## src/design/dtok_pkg.sv

```systemverilog
`default_nettype none
package dtok_pkg;

  localparam int MAX_LEN    = 65536;
  localparam int MAX_DELIMS = 4;

  localparam int SET_BYTES  = 4;
  localparam int NUM_DELIMS = (MAX_DELIMS < SET_BYTES) ? MAX_DELIMS : SET_BYTES;

  localparam int POS_W = $clog2(MAX_LEN + 1);
  localparam int IDX_W = $clog2(MAX_LEN);
  localparam int LEN_W = IDX_W + 1;

  localparam int CHAR_W   = 8;
  localparam int COUNT_W  = 3;
  localparam int SET_W    = 32;
  localparam int START_W  = 16;
  localparam int LENGTH_W = 17;
  localparam int REST_W   = 17;

  localparam int CFG_IDX_W = 2;
  localparam logic [CFG_IDX_W-1:0] CFG_DELIMS_ABSENT = 2'd0;
  localparam logic [CFG_IDX_W-1:0] CFG_DELIM_COUNT   = 2'd1;
  localparam logic [CFG_IDX_W-1:0] CFG_DELIM_SET     = 2'd2;

  localparam logic [1:0] MODE_TRIM  = 2'd0;
  localparam logic [1:0] MODE_SPACE = 2'd1;
  localparam logic [1:0] MODE_DELIM = 2'd2;

  typedef struct packed {
    logic       sp;
    logic       hit;
    logic [1:0] mode;
  } class_t;

  function automatic logic is_space(input logic [CHAR_W-1:0] c);
    return (c == 8'h20) || ((c >= 8'h09) && (c <= 8'h0d));
  endfunction

endpackage
`default_nettype wire

```

## src/design/dtok_if.sv

```systemverilog
`default_nettype none
interface dtok_in_if;
  logic       valid;
  logic       ready;
  logic [7:0] char_in;
  logic       end_mark;

  modport source (output valid, output char_in, output end_mark, input ready);
  modport sink (input valid, input char_in, input end_mark, output ready);
endinterface

interface dtok_out_if;
  logic        valid;
  logic        ready;
  logic        token_found;
  logic [15:0] token_start;
  logic [16:0] token_length;
  logic        rest_valid;
  logic [16:0] rest_offset;

  modport source (output valid, output token_found, output token_start, output token_length,
                  output rest_valid, output rest_offset, input ready);
  modport sink (input valid, input token_found, input token_start, input token_length,
                input rest_valid, input rest_offset, output ready);
endinterface
`default_nettype wire

```

## src/design/delimiter_tokenizer.sv

```systemverilog
// Path: a request with end_mark set goes from the input register through the scan logic
//   into the result register; a result not yet taken can stall it in the input register.
// Throughput: one character per cycle while no end request waits in the input register;
//   an end request waits there only while the previous result has not been taken.
// Reset: synchronous; clears the scan state, both valids, and loads register defaults.
`default_nettype none
module delimiter_tokenizer (
  input  wire logic                           clk,
  input  wire logic                           rst,
  input  wire logic                           cfg_we,
  input  wire logic [dtok_pkg::CFG_IDX_W-1:0] cfg_index,
  input  wire logic [dtok_pkg::SET_W-1:0]     cfg_data,
  dtok_in_if.sink                             chars,
  dtok_out_if.source                          tokens
);

  logic                        s1_valid;
  logic [dtok_pkg::CHAR_W-1:0] s1_char;
  logic                        s1_end;
  logic                        res_free;
  logic                        advance;
  dtok_pkg::class_t            cls;

  assign advance     = s1_valid && (!s1_end || res_free);
  assign chars.ready = !s1_valid || advance;

  always_ff @(posedge clk) begin
    if (rst) begin
      s1_valid <= 1'b0;
    end else if (chars.ready) begin
      s1_valid <= chars.valid;
    end
  end

  always_ff @(posedge clk) begin
    if (chars.ready && chars.valid) begin
      s1_char <= chars.char_in;
      s1_end  <= chars.end_mark;
    end
  end

  dtok_classify u_classify (
    .clk       (clk),
    .rst       (rst),
    .cfg_we    (cfg_we),
    .cfg_index (cfg_index),
    .cfg_data  (cfg_data),
    .char_in   (s1_char),
    .cls       (cls)
  );

  dtok_scan u_scan (
    .clk      (clk),
    .rst      (rst),
    .step     (advance),
    .end_mark (s1_end),
    .cls      (cls),
    .res_free (res_free),
    .res      (tokens)
  );

  a_char_never_stalls: assert property (@(posedge clk) disable iff (rst)
    (s1_valid && !s1_end) |-> chars.ready)
    else $error("character request stalled");

  a_result_from_end: assert property (@(posedge clk) disable iff (rst)
    $rose(tokens.valid) |-> $past(s1_valid && s1_end))
    else $error("result without end request");

  a_no_token_zero: assert property (@(posedge clk) disable iff (rst)
    (tokens.valid && !tokens.token_found) |->
      (tokens.token_start == '0 && tokens.token_length == '0))
    else $error("empty token with nonzero fields");

  a_rest_zero: assert property (@(posedge clk) disable iff (rst)
    (tokens.valid && !tokens.rest_valid) |-> (tokens.rest_offset == '0))
    else $error("rest offset set without stop");

endmodule
`default_nettype wire

```

## src/design/dtok_classify.sv

```systemverilog
`default_nettype none
module dtok_classify (
  input  wire logic                                 clk,
  input  wire logic                                 rst,
  input  wire logic                                 cfg_we,
  input  wire logic [dtok_pkg::CFG_IDX_W-1:0]       cfg_index,
  input  wire logic [dtok_pkg::SET_W-1:0]           cfg_data,
  input  wire logic [dtok_pkg::CHAR_W-1:0]          char_in,
  output dtok_pkg::class_t                          cls
);

  logic                             delims_absent;
  logic [dtok_pkg::COUNT_W-1:0]     delim_count;
  logic [dtok_pkg::SET_W-1:0]       delim_set;

  always_ff @(posedge clk) begin
    if (rst) begin
      delims_absent <= 1'b1;
      delim_count   <= '0;
      delim_set     <= '0;
    end else if (cfg_we) begin
      unique case (cfg_index)
        dtok_pkg::CFG_DELIMS_ABSENT: delims_absent <= cfg_data[0];
        dtok_pkg::CFG_DELIM_COUNT:   delim_count   <= cfg_data[dtok_pkg::COUNT_W-1:0];
        dtok_pkg::CFG_DELIM_SET:     delim_set     <= cfg_data;
        default: ;
      endcase
    end
  end

  always_comb begin
    logic                        any_hard;
    logic                        hit;
    logic [dtok_pkg::CHAR_W-1:0] b;
    logic                        en;
    any_hard = 1'b0;
    hit      = 1'b0;
    for (int k = 0; k < dtok_pkg::NUM_DELIMS; k++) begin
      b  = delim_set[k*dtok_pkg::CHAR_W +: dtok_pkg::CHAR_W];
      en = (32'(delim_count) > k);
      if (en && !dtok_pkg::is_space(b)) any_hard = 1'b1;
      if (en && (b == char_in)) hit = 1'b1;
    end
    cls.sp  = dtok_pkg::is_space(char_in);
    cls.hit = hit;
    if (delims_absent) begin
      cls.mode = dtok_pkg::MODE_TRIM;
    end else if (any_hard) begin
      cls.mode = dtok_pkg::MODE_DELIM;
    end else begin
      cls.mode = dtok_pkg::MODE_SPACE;
    end
  end

endmodule
`default_nettype wire

```

## src/design/dtok_scan.sv

```systemverilog
`default_nettype none
module dtok_scan (
  input  wire logic         clk,
  input  wire logic         rst,
  input  wire logic         step,
  input  wire logic         end_mark,
  input  wire dtok_pkg::class_t cls,
  output logic              res_free,
  dtok_out_if.source        res
);

  logic [dtok_pkg::POS_W-1:0] position, position_next;
  logic [dtok_pkg::IDX_W-1:0] start_pos, start_pos_next;
  logic [dtok_pkg::IDX_W-1:0] last_pos, last_pos_next;
  logic                       seen_token, seen_token_next;
  logic                       in_leading_space, in_leading_space_next;
  logic                       reported, reported_next;

  logic [dtok_pkg::IDX_W-1:0] idx;
  logic [dtok_pkg::LEN_W-1:0] len;
  logic                       note;

  assign res_free = !res.valid || res.ready;
  assign idx = position[dtok_pkg::IDX_W-1:0];
  assign len = dtok_pkg::LEN_W'(last_pos) - dtok_pkg::LEN_W'(start_pos)
               + dtok_pkg::LEN_W'(1);

  always_comb begin
    position_next         = position;
    start_pos_next        = start_pos;
    last_pos_next         = last_pos;
    seen_token_next       = seen_token;
    in_leading_space_next = in_leading_space;
    reported_next         = reported;
    note                  = 1'b0;
    if (end_mark) begin
      position_next         = '0;
      start_pos_next        = '0;
      last_pos_next         = '0;
      seen_token_next       = 1'b0;
      in_leading_space_next = 1'b1;
      reported_next         = 1'b0;
    end else if (!reported && (position < dtok_pkg::POS_W'(dtok_pkg::MAX_LEN))) begin
      position_next = position + dtok_pkg::POS_W'(1);
      unique case (cls.mode)
        dtok_pkg::MODE_TRIM: begin
          note = !cls.sp;
        end
        dtok_pkg::MODE_SPACE: begin
          if (!(in_leading_space && cls.sp)) begin
            in_leading_space_next = 1'b0;
            if (cls.sp) reported_next = 1'b1;
            else note = 1'b1;
          end
        end
        default: begin
          if (!cls.sp) begin
            if (cls.hit) reported_next = 1'b1;
            else note = 1'b1;
          end
        end
      endcase
      if (note) begin
        if (!seen_token) begin
          seen_token_next = 1'b1;
          start_pos_next  = idx;
        end
        last_pos_next = idx;
      end
    end
  end

  always_ff @(posedge clk) begin
    if (rst) begin
      position         <= '0;
      start_pos        <= '0;
      last_pos         <= '0;
      seen_token       <= 1'b0;
      in_leading_space <= 1'b1;
      reported         <= 1'b0;
    end else if (step) begin
      position         <= position_next;
      start_pos        <= start_pos_next;
      last_pos         <= last_pos_next;
      seen_token       <= seen_token_next;
      in_leading_space <= in_leading_space_next;
      reported         <= reported_next;
    end
  end

  always_ff @(posedge clk) begin
    if (rst) begin
      res.valid <= 1'b0;
    end else if (step && end_mark) begin
      res.valid <= 1'b1;
    end else if (res.ready) begin
      res.valid <= 1'b0;
    end
  end

  always_ff @(posedge clk) begin
    if (step && end_mark) begin
      res.token_found  <= seen_token;
      res.token_start  <= seen_token ? dtok_pkg::START_W'(start_pos) : '0;
      res.token_length <= seen_token ? dtok_pkg::LENGTH_W'(len) : '0;
      res.rest_valid   <= reported;
      res.rest_offset  <= reported ? dtok_pkg::REST_W'(position) : '0;
    end
  end

endmodule
`default_nettype wire

```

## src/flat_wrapper.sv

```systemverilog
// flat-port wrapper written by rule: the top's interface ports become plain ports
module delimiter_tokenizer_flat 
  (clk, rst, cfg_we, cfg_index, cfg_data, chars_valid, chars_char_in, chars_end_mark, chars_ready, tokens_valid, tokens_token_found, tokens_token_start, tokens_token_length, tokens_rest_valid, tokens_rest_offset, tokens_ready);
  dtok_in_if chars_i ();
  dtok_out_if tokens_i ();
  input  wire logic clk;
  input  wire logic rst;
  input  wire logic cfg_we;
  input  wire logic [dtok_pkg::CFG_IDX_W-1:0] cfg_index;
  input  wire logic [dtok_pkg::SET_W-1:0] cfg_data;
  input wire logic [$bits(chars_i.valid)-1:0] chars_valid;
  input wire logic [$bits(chars_i.char_in)-1:0] chars_char_in;
  input wire logic [$bits(chars_i.end_mark)-1:0] chars_end_mark;
  output wire logic [$bits(chars_i.ready)-1:0] chars_ready;
  output wire logic [$bits(tokens_i.valid)-1:0] tokens_valid;
  output wire logic [$bits(tokens_i.token_found)-1:0] tokens_token_found;
  output wire logic [$bits(tokens_i.token_start)-1:0] tokens_token_start;
  output wire logic [$bits(tokens_i.token_length)-1:0] tokens_token_length;
  output wire logic [$bits(tokens_i.rest_valid)-1:0] tokens_rest_valid;
  output wire logic [$bits(tokens_i.rest_offset)-1:0] tokens_rest_offset;
  input wire logic [$bits(tokens_i.ready)-1:0] tokens_ready;
  assign chars_i.valid = chars_valid;
  assign chars_i.char_in = chars_char_in;
  assign chars_i.end_mark = chars_end_mark;
  assign chars_ready = chars_i.ready;
  assign tokens_valid = tokens_i.valid;
  assign tokens_token_found = tokens_i.token_found;
  assign tokens_token_start = tokens_i.token_start;
  assign tokens_token_length = tokens_i.token_length;
  assign tokens_rest_valid = tokens_i.rest_valid;
  assign tokens_rest_offset = tokens_i.rest_offset;
  assign tokens_i.ready = tokens_ready;
  delimiter_tokenizer u_core (.clk(clk), .rst(rst), .cfg_we(cfg_we), .cfg_index(cfg_index), .cfg_data(cfg_data), .chars(chars_i), .tokens(tokens_i));
endmodule
```

## config.mk

```make
export PLATFORM = sky130hd
export DESIGN_NAME = delimiter_tokenizer_flat
export DESIGN_NICKNAME = d
export VERILOG_FILES = /design/src/design/dtok_pkg.sv /design/src/design/dtok_if.sv /design/src/design/delimiter_tokenizer.sv /design/src/design/dtok_classify.sv /design/src/design/dtok_scan.sv /design/src/flat_wrapper.sv
export SDC_FILE = /design/constraint.sdc
export NUM_CORES = 1
export LEC_CHECK = 0
export ABC_AREA = 1
export BUFFER_PORTS_ARGS = -buffer_cell sky130_fd_sc_hd__buf_2
export CORE_ASPECT_RATIO = 1.5
export CORE_MARGIN = 3
export CORE_UTILIZATION = 65
export CTS_BUF_LIST = sky130_fd_sc_hd__clkbuf_8
export CTS_CLUSTER_DIAMETER = 30
export CTS_CLUSTER_SIZE = 28
export DETAILED_ROUTE_END_ITERATION = 12
export GPL_TIMING_DRIVEN = 0
export PLACE_DENSITY = 0.88
export SYNTH_ARGS = -nofsm -noshare
export SYNTH_HDL_FRONTEND = slang
export SYNTH_HIERARCHICAL = 1
export SYNTH_SLANG_ARGS = --single-unit
```

## constraint.sdc

```tcl
create_clock -name clk -period 7.8 [get_ports clk]
set_input_delay 1.56 -clock clk [delete_from_list [all_inputs] [get_ports clk]]
set_output_delay 1.56 -clock clk [all_outputs]
set_load 0.01 [all_outputs]
```

# Yosys cells after proc, flatten, opt, wreduce, memory -nomap -nowiden
# Cells that the tools add are included.
classes:
  addsub: 3
  n_lt_le_gt_ge: 15
  eq_ne: 18
  muxes: 42
  reduce_logical: 50
ops:
  columns: ["op", "count"]
  rows:
  - ["$mux W16", 7]
  - ["$eq A8 B6 Y1 const B", 5]
  - ["$ge A8 B4 Y1 const B", 5]
  - ["$le A8 B4 Y1 const B", 5]
  - ["$add A17 B1 Y17 const B", 2]
  - ["$mux W17", 2]
  - ["$eq A8 B8 Y1", 4]
  - ["$mux W1", 29]
  - ["$logic_and A1 B1 Y1", 18]
  - ["$lt A17 B17 Y1 const B", 1]
  - ["$sub A16 B16 Y17", 1]
  - ["$logic_not A1 Y1", 9]
  - ["$logic_or A1 B1 Y1", 8]
  - ["$reduce_and A2 Y1", 4]
  - ["$reduce_and A4 Y1", 2]
  - ["$reduce_bool A2 Y1", 4]
  - ["$reduce_and A7 Y1", 1]
  - ["$gt A3 B1 Y1 const B", 2]
  - ["$gt A3 B2 Y1 const B", 2]
  - ["$ne A2 B1 Y1 const B", 3]
  - ["$ne A3 B2 Y1 const B", 2]
  - ["$eq A2 B1 Y1 const B", 2]
  - ["$logic_not A2 Y1", 2]
  - ["$mux W2", 2]
  - ["5 further kinds", 6]
totals:
  ff_bits: 151
  in_bits: 48
  out_inout_bits: 54
  elab_cells: 146

# Longest topological paths before layout
logic_depth:
  word_depth: 18
  ltp_mapped: 16
  ltp_nobuf: 15

# Modules after synthesis
# Netlist, hierarchy kept.
modules_own_cells:
  columns: ["mod", "instances", "cells_each", "area_each_um2"]
  rows:
  - ["dtok_scan", 1, 659, 5276.3]
  - ["dtok_classify", 1, 310, 2015.7]
  - ["delimiter_tokenizer", 1, 17, 331.6]

# Worst setup path before layout
# OpenSTA, ideal clock, no wires.
synth_path:
  kind: "input to register"
  start: "in tokens_ready"
  end: "reg u_core/u_scan/start_pos[7] in the netlist's numbering"
  arrival_ns: 3.701
  required_ns: 7.668
  setup_slack_ns: 3.967
  stages: 10
  n_path_buf: 1
  path_cell_list: "inv_1 nand2_1 inv_1 a21boi_0 nand2_2 inv_1 o21ai_4 buf_4 nand2_1 a21oi_2"
synth_between:
  elab_chain_cells: 4
synth_lines:
  columns: ["element", "line", "text"]
  rows:
  - ["start, declared", "flat_wrapper.sv:21", "input wire logic [$bits(tokens_i.ready)-1:0] tokens_ready;"]
  - ["$logic_or A1 B1 Y1", "dtok_scan.sv:23", "assign res_free = !res.valid || res.ready;"]
  - ["net u_core.res_free", "delimiter_tokenizer.sv:20", "logic res_free;"]
  - ["$logic_or A1 B1 Y1", "delimiter_tokenizer.sv:24", "assign advance = s1_valid && (!s1_end || res_free);"]
  - ["$logic_and A1 B1 Y1", "delimiter_tokenizer.sv:24", null]
  - ["net u_core.advance", "delimiter_tokenizer.sv:21", "logic advance;"]
  - ["$reduce_and A4 Y1 (no line)", null, null]
  - ["end signal, assigned", "dtok_scan.sv:83", "start_pos <= start_pos_next;"]
  - ["end, declared", "dtok_scan.sv:13", "logic [dtok_pkg::IDX_W-1:0] start_pos, start_pos_next;"]
# The timed path passes the listed nets, and every way through them passes these cells.
# A chain may end at the register's enable or synchronous reset.

# Final worst setup path
layout_path:
  start: "in tokens_ready"
  end: "out chars_ready"
layout_between:
  elab_chain_cells: 4
layout_lines:
  columns: ["element", "line", "text"]
  rows:
  - ["$logic_or A1 B1 Y1", "dtok_scan.sv:23", null]
  - ["net u_core.res_free", "delimiter_tokenizer.sv:20", null]
  - ["$logic_or A1 B1 Y1", "delimiter_tokenizer.sv:24", null]
  - ["$logic_and A1 B1 Y1", "delimiter_tokenizer.sv:24", null]
  - ["$logic_or A1 B1 Y1", "delimiter_tokenizer.sv:25", "assign chars.ready = !s1_valid || advance;"]
  - ["end, declared", "flat_wrapper.sv:14", "output wire logic [$bits(chars_i.ready)-1:0] chars_ready;"]
# The timed path passes the listed nets, and every way through them passes these cells.

==> results.md <==
Status:
- The run finished with clean final reports.

Drt:
- The post-route antenna net violation count is 0.
- The pre-antenna-repair detailed-routing pass consisted of 5 iterations.
- The remaining design rule violation count is 0.
- In this run, the number of DRC markers left after iteration 0 of detailed routing was 392.
- The total wire length is 18100 um.
- After detailed routing, the average wire length per cell comes to 14.29 um.
- The detail-routed via count per cell is 5.338.
- The via total after detailed routing is 6763.

CTS:
- The number of buffers added to fix hold violations after cts is 0.
- The H-tree was split into 4 levels.
- Clock latency on the worst-skew pair, taken at its later pin, is 440 ps.
- The tree is rooted in a clkbuf_8.
- For this design, the sink count on the clock tree is 151.
- The number of setup buffers added after CTS is 0.
- The clock transition time at the flip-flop clock pins of the worst setup and hold paths is 70 ps.
- TritonCTS built the clock tree.
- After clock tree synthesis, the repair step resized 0 gates.
- No sink is reached through more buffers than the 2 on the longest clock path.
- The clock buffer count from CTS is 17.

Timing:
- The shortest period the worst path allows is 3650 ps.
- Between clock sinks in the finished design, the worst skew comes to 13.73 ps.
- Setup repair after global routing left no endpoint under its margin.
- The transition time at the pin with the least slew margin is 575.3 ps.
- The summed negative setup slack over all endpoints is 0 ps.
- Once routing completed, OpenROAD measured the worst setup slack at 4150 ps.
- The highest clock rate is between 200 and 300 MHz.
- After layout, the worst path uses a little under half of the clock period.
- The hold violation total from the final report is 0.
- The final count of pins violating max slew was 0.
- Headroom to the max-slew limit came out at 61.65%.
- Setup violations remaining at the end of the flow were counted as 0.

Place:
- The number of buffers inserted by port buffering is around 100.
- The total instance count after detailed placement is approximately 1200.
- The placed wire-length estimate after detailed placement is about 14000 um.
- Routability-driven placement finished with a final weighted congestion of 0.9612.
- The worst slack after detailed placement is 4143 ps.

Worst setup path:
- The endpoint of the worst register-to-register path is u_core/u_scan/start_pos[13].
- Together, buffers and inverters on the worst path number 4.
- The cell count of the worst reg-to-reg path is 14.
- The arrival time of the worst setup path is 2090 ps.
- The worst endpoint required time is 6240 ps.
- Among all stages on the critical path, the largest delay is contributed by buf_2.
- The top fanout value on the critical path is 3.
- In this design, the stage delay of the slowest critical-path cell is 150 ps.
- The register-to-register path setup slack is 5300 ps.
- Among cell families on the critical path, the largest total delay comes from buffers and inverters.
- The critical path endpoint category is a primary output.
- The setup path with the least slack is of type primary input to primary output.
- STA classifies the critical path startpoint as a primary input.
- The worst register-to-register path begins at u_core/s1_char[1].
- Traced cell by cell, the critical path runs through buf_2 > inv_1 > nand2_1 > inv_1 > nand3_2 > buf_2.

Layout:
- The area growth from synthesis to layout is 13.39%.
- The number of antenna repair diodes is 0.
- At the end of the flow, the number of nets in the layout was ~1200.
- The fraction of layout instances using a drive strength above 1 is 14.37%.
- The filler-free cell count of the finished design is 1267.
- The final core area utilization is 76.96%.

Global routing:
- The initial antenna violation count is 0.
- The first-pass GRT wire length is 29410 um.
- The number of global-route vias before repair is 6660.
- Global routing finished with a remaining overflow of 0.
- The total global-route track usage is 28.59%.
- The pin count of the biggest net entering global routing is 50.

Pwr:
- The areal power density over the cells is 170.2 nW/um^2.
- Summed over all cells, the static leakage comes to 4.008 nW.
- The total power of the final layout is 1.471 mW.
- VDD sags by at most 0.0001095 V.

Min path:
- The end of the worst hold path is u_core/u_scan/in_leading_space.
- The number of cells on the worst hold path is 2.
- In this run the worst hold path is classified as flip-flop to flip-flop.
- The startpoint of the most critical hold path is u_core/u_scan/in_leading_space.

Yosys:
- The number of synthesized flops with an enable pin is 61.
- The net count after synthesis is 1067.
- The number of distinct library cell variants in the gate-level netlist after synthesis is 40.
- For this run, the register share of the synthesized area comes to 47.66%.
- The fraction of registers with async set/reset is 0%.
- The netlist area before placement is 7624 sq um.
- The count of mapped cells out of synthesis is 986.
- Counting flops and latches in the post-synthesis netlist gives 151.
- The Yosys step of the flow raised 6 warnings.
- Among all flip-flop cells after synthesis, the most frequent one is dfxtp_1.
- The average instance in the mapped netlist occupies 7.732 sq um.

Die:
- The floorplan has 47 rows.
- The floorplan step set the die height to 138.6 um.
- The total die area is 13090 sq um.
- The initial utilization of the core area, before any placement, comes to roughly two thirds.
- After floorplanning, the core was sized to cover 11230 sq um.
- Measured along the x axis, the die boundary spans 94.43 um.
- In this run the count of I/O pins placed on the die edge is 102.

Job:
- The number of max-capacitance violations reported is 0.
## layer usage
layer	vias up	share of wire [%]	GRT usage (%)
met1	3082	34	26.44
met3	73	3.9	5.375
li1	3393	-	-
met4	0	5.9	18.57
met2	215	56	54.49
met5	-	0	0
## worst reg2reg max path: stages, from the launching register on
cell and delay [ps]:
edfxtp_1 510, inv_1 250, o21ai_0 110, nor2_1 100
nand3_1 80, nor2_1 160, nor2_1 70, nand2_1 90
nand3_1 120, nand3_4 210, inv_2 140, o21ai_4 120
buf_4 230, nand2_1 90, a21oi_1 130
## cell usage after synthesis, types with 3 or more instances
cell | instances | area (sq um)
xnor2_1 | 3 | 26.28
nand4_1 | 7 | 43.79
buf_6 | 8 | 90.09
xor2_1 | 10 | 87.58
o21ai_0 | 46 | 230.2
a21oi_2 | 3 | 26.28
nand2_1 | 251 | 942.2
buf_4 | 3 | 22.52
a21oi_1 | 101 | 505.5
inv_2 | 4 | 15.01
o21ai_1 | 11 | 55.05
nor2_1 | 111 | 416.7
nor2_2 | 3 | 18.77
edfxtp_1 | 61 | 1832
nor3_1 | 12 | 60.06
inv_1 | 151 | 566.8
dfxtp_1 | 90 | 1802
o22ai_1 | 3 | 18.77
nand3_1 | 33 | 165.2
clkbuf_1 | 18 | 67.56
ha_1 | 32 | 400.4
## metrics by stage
stage          hold WS [ps]  instance area (sq um)
4_1_cts               456.7                   8645
6_report              459.3                   8645
3_5_place_dp          443.1                   8333
3_3_place_gp          441.0                   8313
2_1_floorplan         406.4                   7624
5_1_grt               476.2                   8645
## cell usage in the layout (no fill, tap or decap), types with 5 or more instances in the layout
cell | synthesis | routed
a21oi_1 | 101 | 101
buf_6 | 8 | 8
o21ai_0 | 46 | 46
ha_1 | 32 | 32
edfxtp_1 | 61 | 61
clkbuf_1 | 18 | 18
nor2_1 | 111 | 111
nand4_1 | 7 | 7
inv_2 | 4 | 5
clkbuf_8 | 0 | 17
nor3_1 | 12 | 12
dfxtp_1 | 90 | 90
o21ai_1 | 11 | 11
clkinv_2 | 0 | 6
nand2_1 | 251 | 251
inv_1 | 151 | 154
xor2_1 | 10 | 10
buf_2 | 1 | 102
nand3_1 | 33 | 33
## where the power goes
group / total (mW) / internal [mW] / switching (mW)
clock network: 0.481 / 0.209 / 0.272
registers: 0.852 / 0.838 / 0.0146
logic: 0.138 / 0.0486 / 0.0893
total: 1.47 / 1.10 / 0.376
## logic make-up after synthesis
family	synth area share, %
AND/OR/NAND/NOR	23.06
buffers and inverters	10.11
adder cells (fa/ha/maj)	5.514
AO/OA/AOI/OAI	12.16
flip-flops	47.66
XOR/XNOR	1.494
## flip-flops by register name (all words and copies together) (netlist names)
| name | count |
|---|---|
| u_core/s1_char | 8 |
| u_core/s1_end | 1 |
| u_core/s1_valid | 1 |
| u_core/u_classify/delim_count | 3 |
| u_core/u_classify/delim_set | 32 |
| u_core/u_classify/delims_absent | 1 |
| u_core/u_scan/in_leading_space | 1 |
| u_core/u_scan/last_pos | 16 |
| u_core/u_scan/position | 17 |
| u_core/u_scan/reported | 1 |
| u_core/u_scan/res.rest_offset | 17 |
| u_core/u_scan/res.rest_valid | 1 |
| u_core/u_scan/res.token_found | 1 |
| u_core/u_scan/res.token_length | 17 |
| u_core/u_scan/res.token_start | 16 |
| u_core/u_scan/res.valid | 1 |
| u_core/u_scan/seen_token | 1 |
| u_core/u_scan/start_pos | 16 |
## worst max path at each step
stage / cells past startpoint / from / slack (ps) / to
after floorplan: 10 / tokens_ready / 3970 / u_core/u_scan/start_pos[7]
after global placement: 11 / tokens_ready / 3280 / u_core/u_scan/start_pos[0]
after detailed placement: 6 / tokens_ready / 4140 / chars_ready
after CTS: 6 / tokens_ready / 4140 / chars_ready
after global routing: 6 / tokens_ready / 4090 / chars_ready
final: 6 / tokens_ready / 4150 / chars_ready
## area by class of cell
type	count	area (sq um)
Buffer	31	188.9
Clock inverter	15	77.57
Clock buffer	17	234.0
Multi-Input combinational cell	649	3219
Fill cell	889	2587
Inverter	155	581.8
Timing Repair Buffer	102	525.5
Sequential cell	151	3633
Tap cell	147	183.9
(Power assumes the default switching activity.)
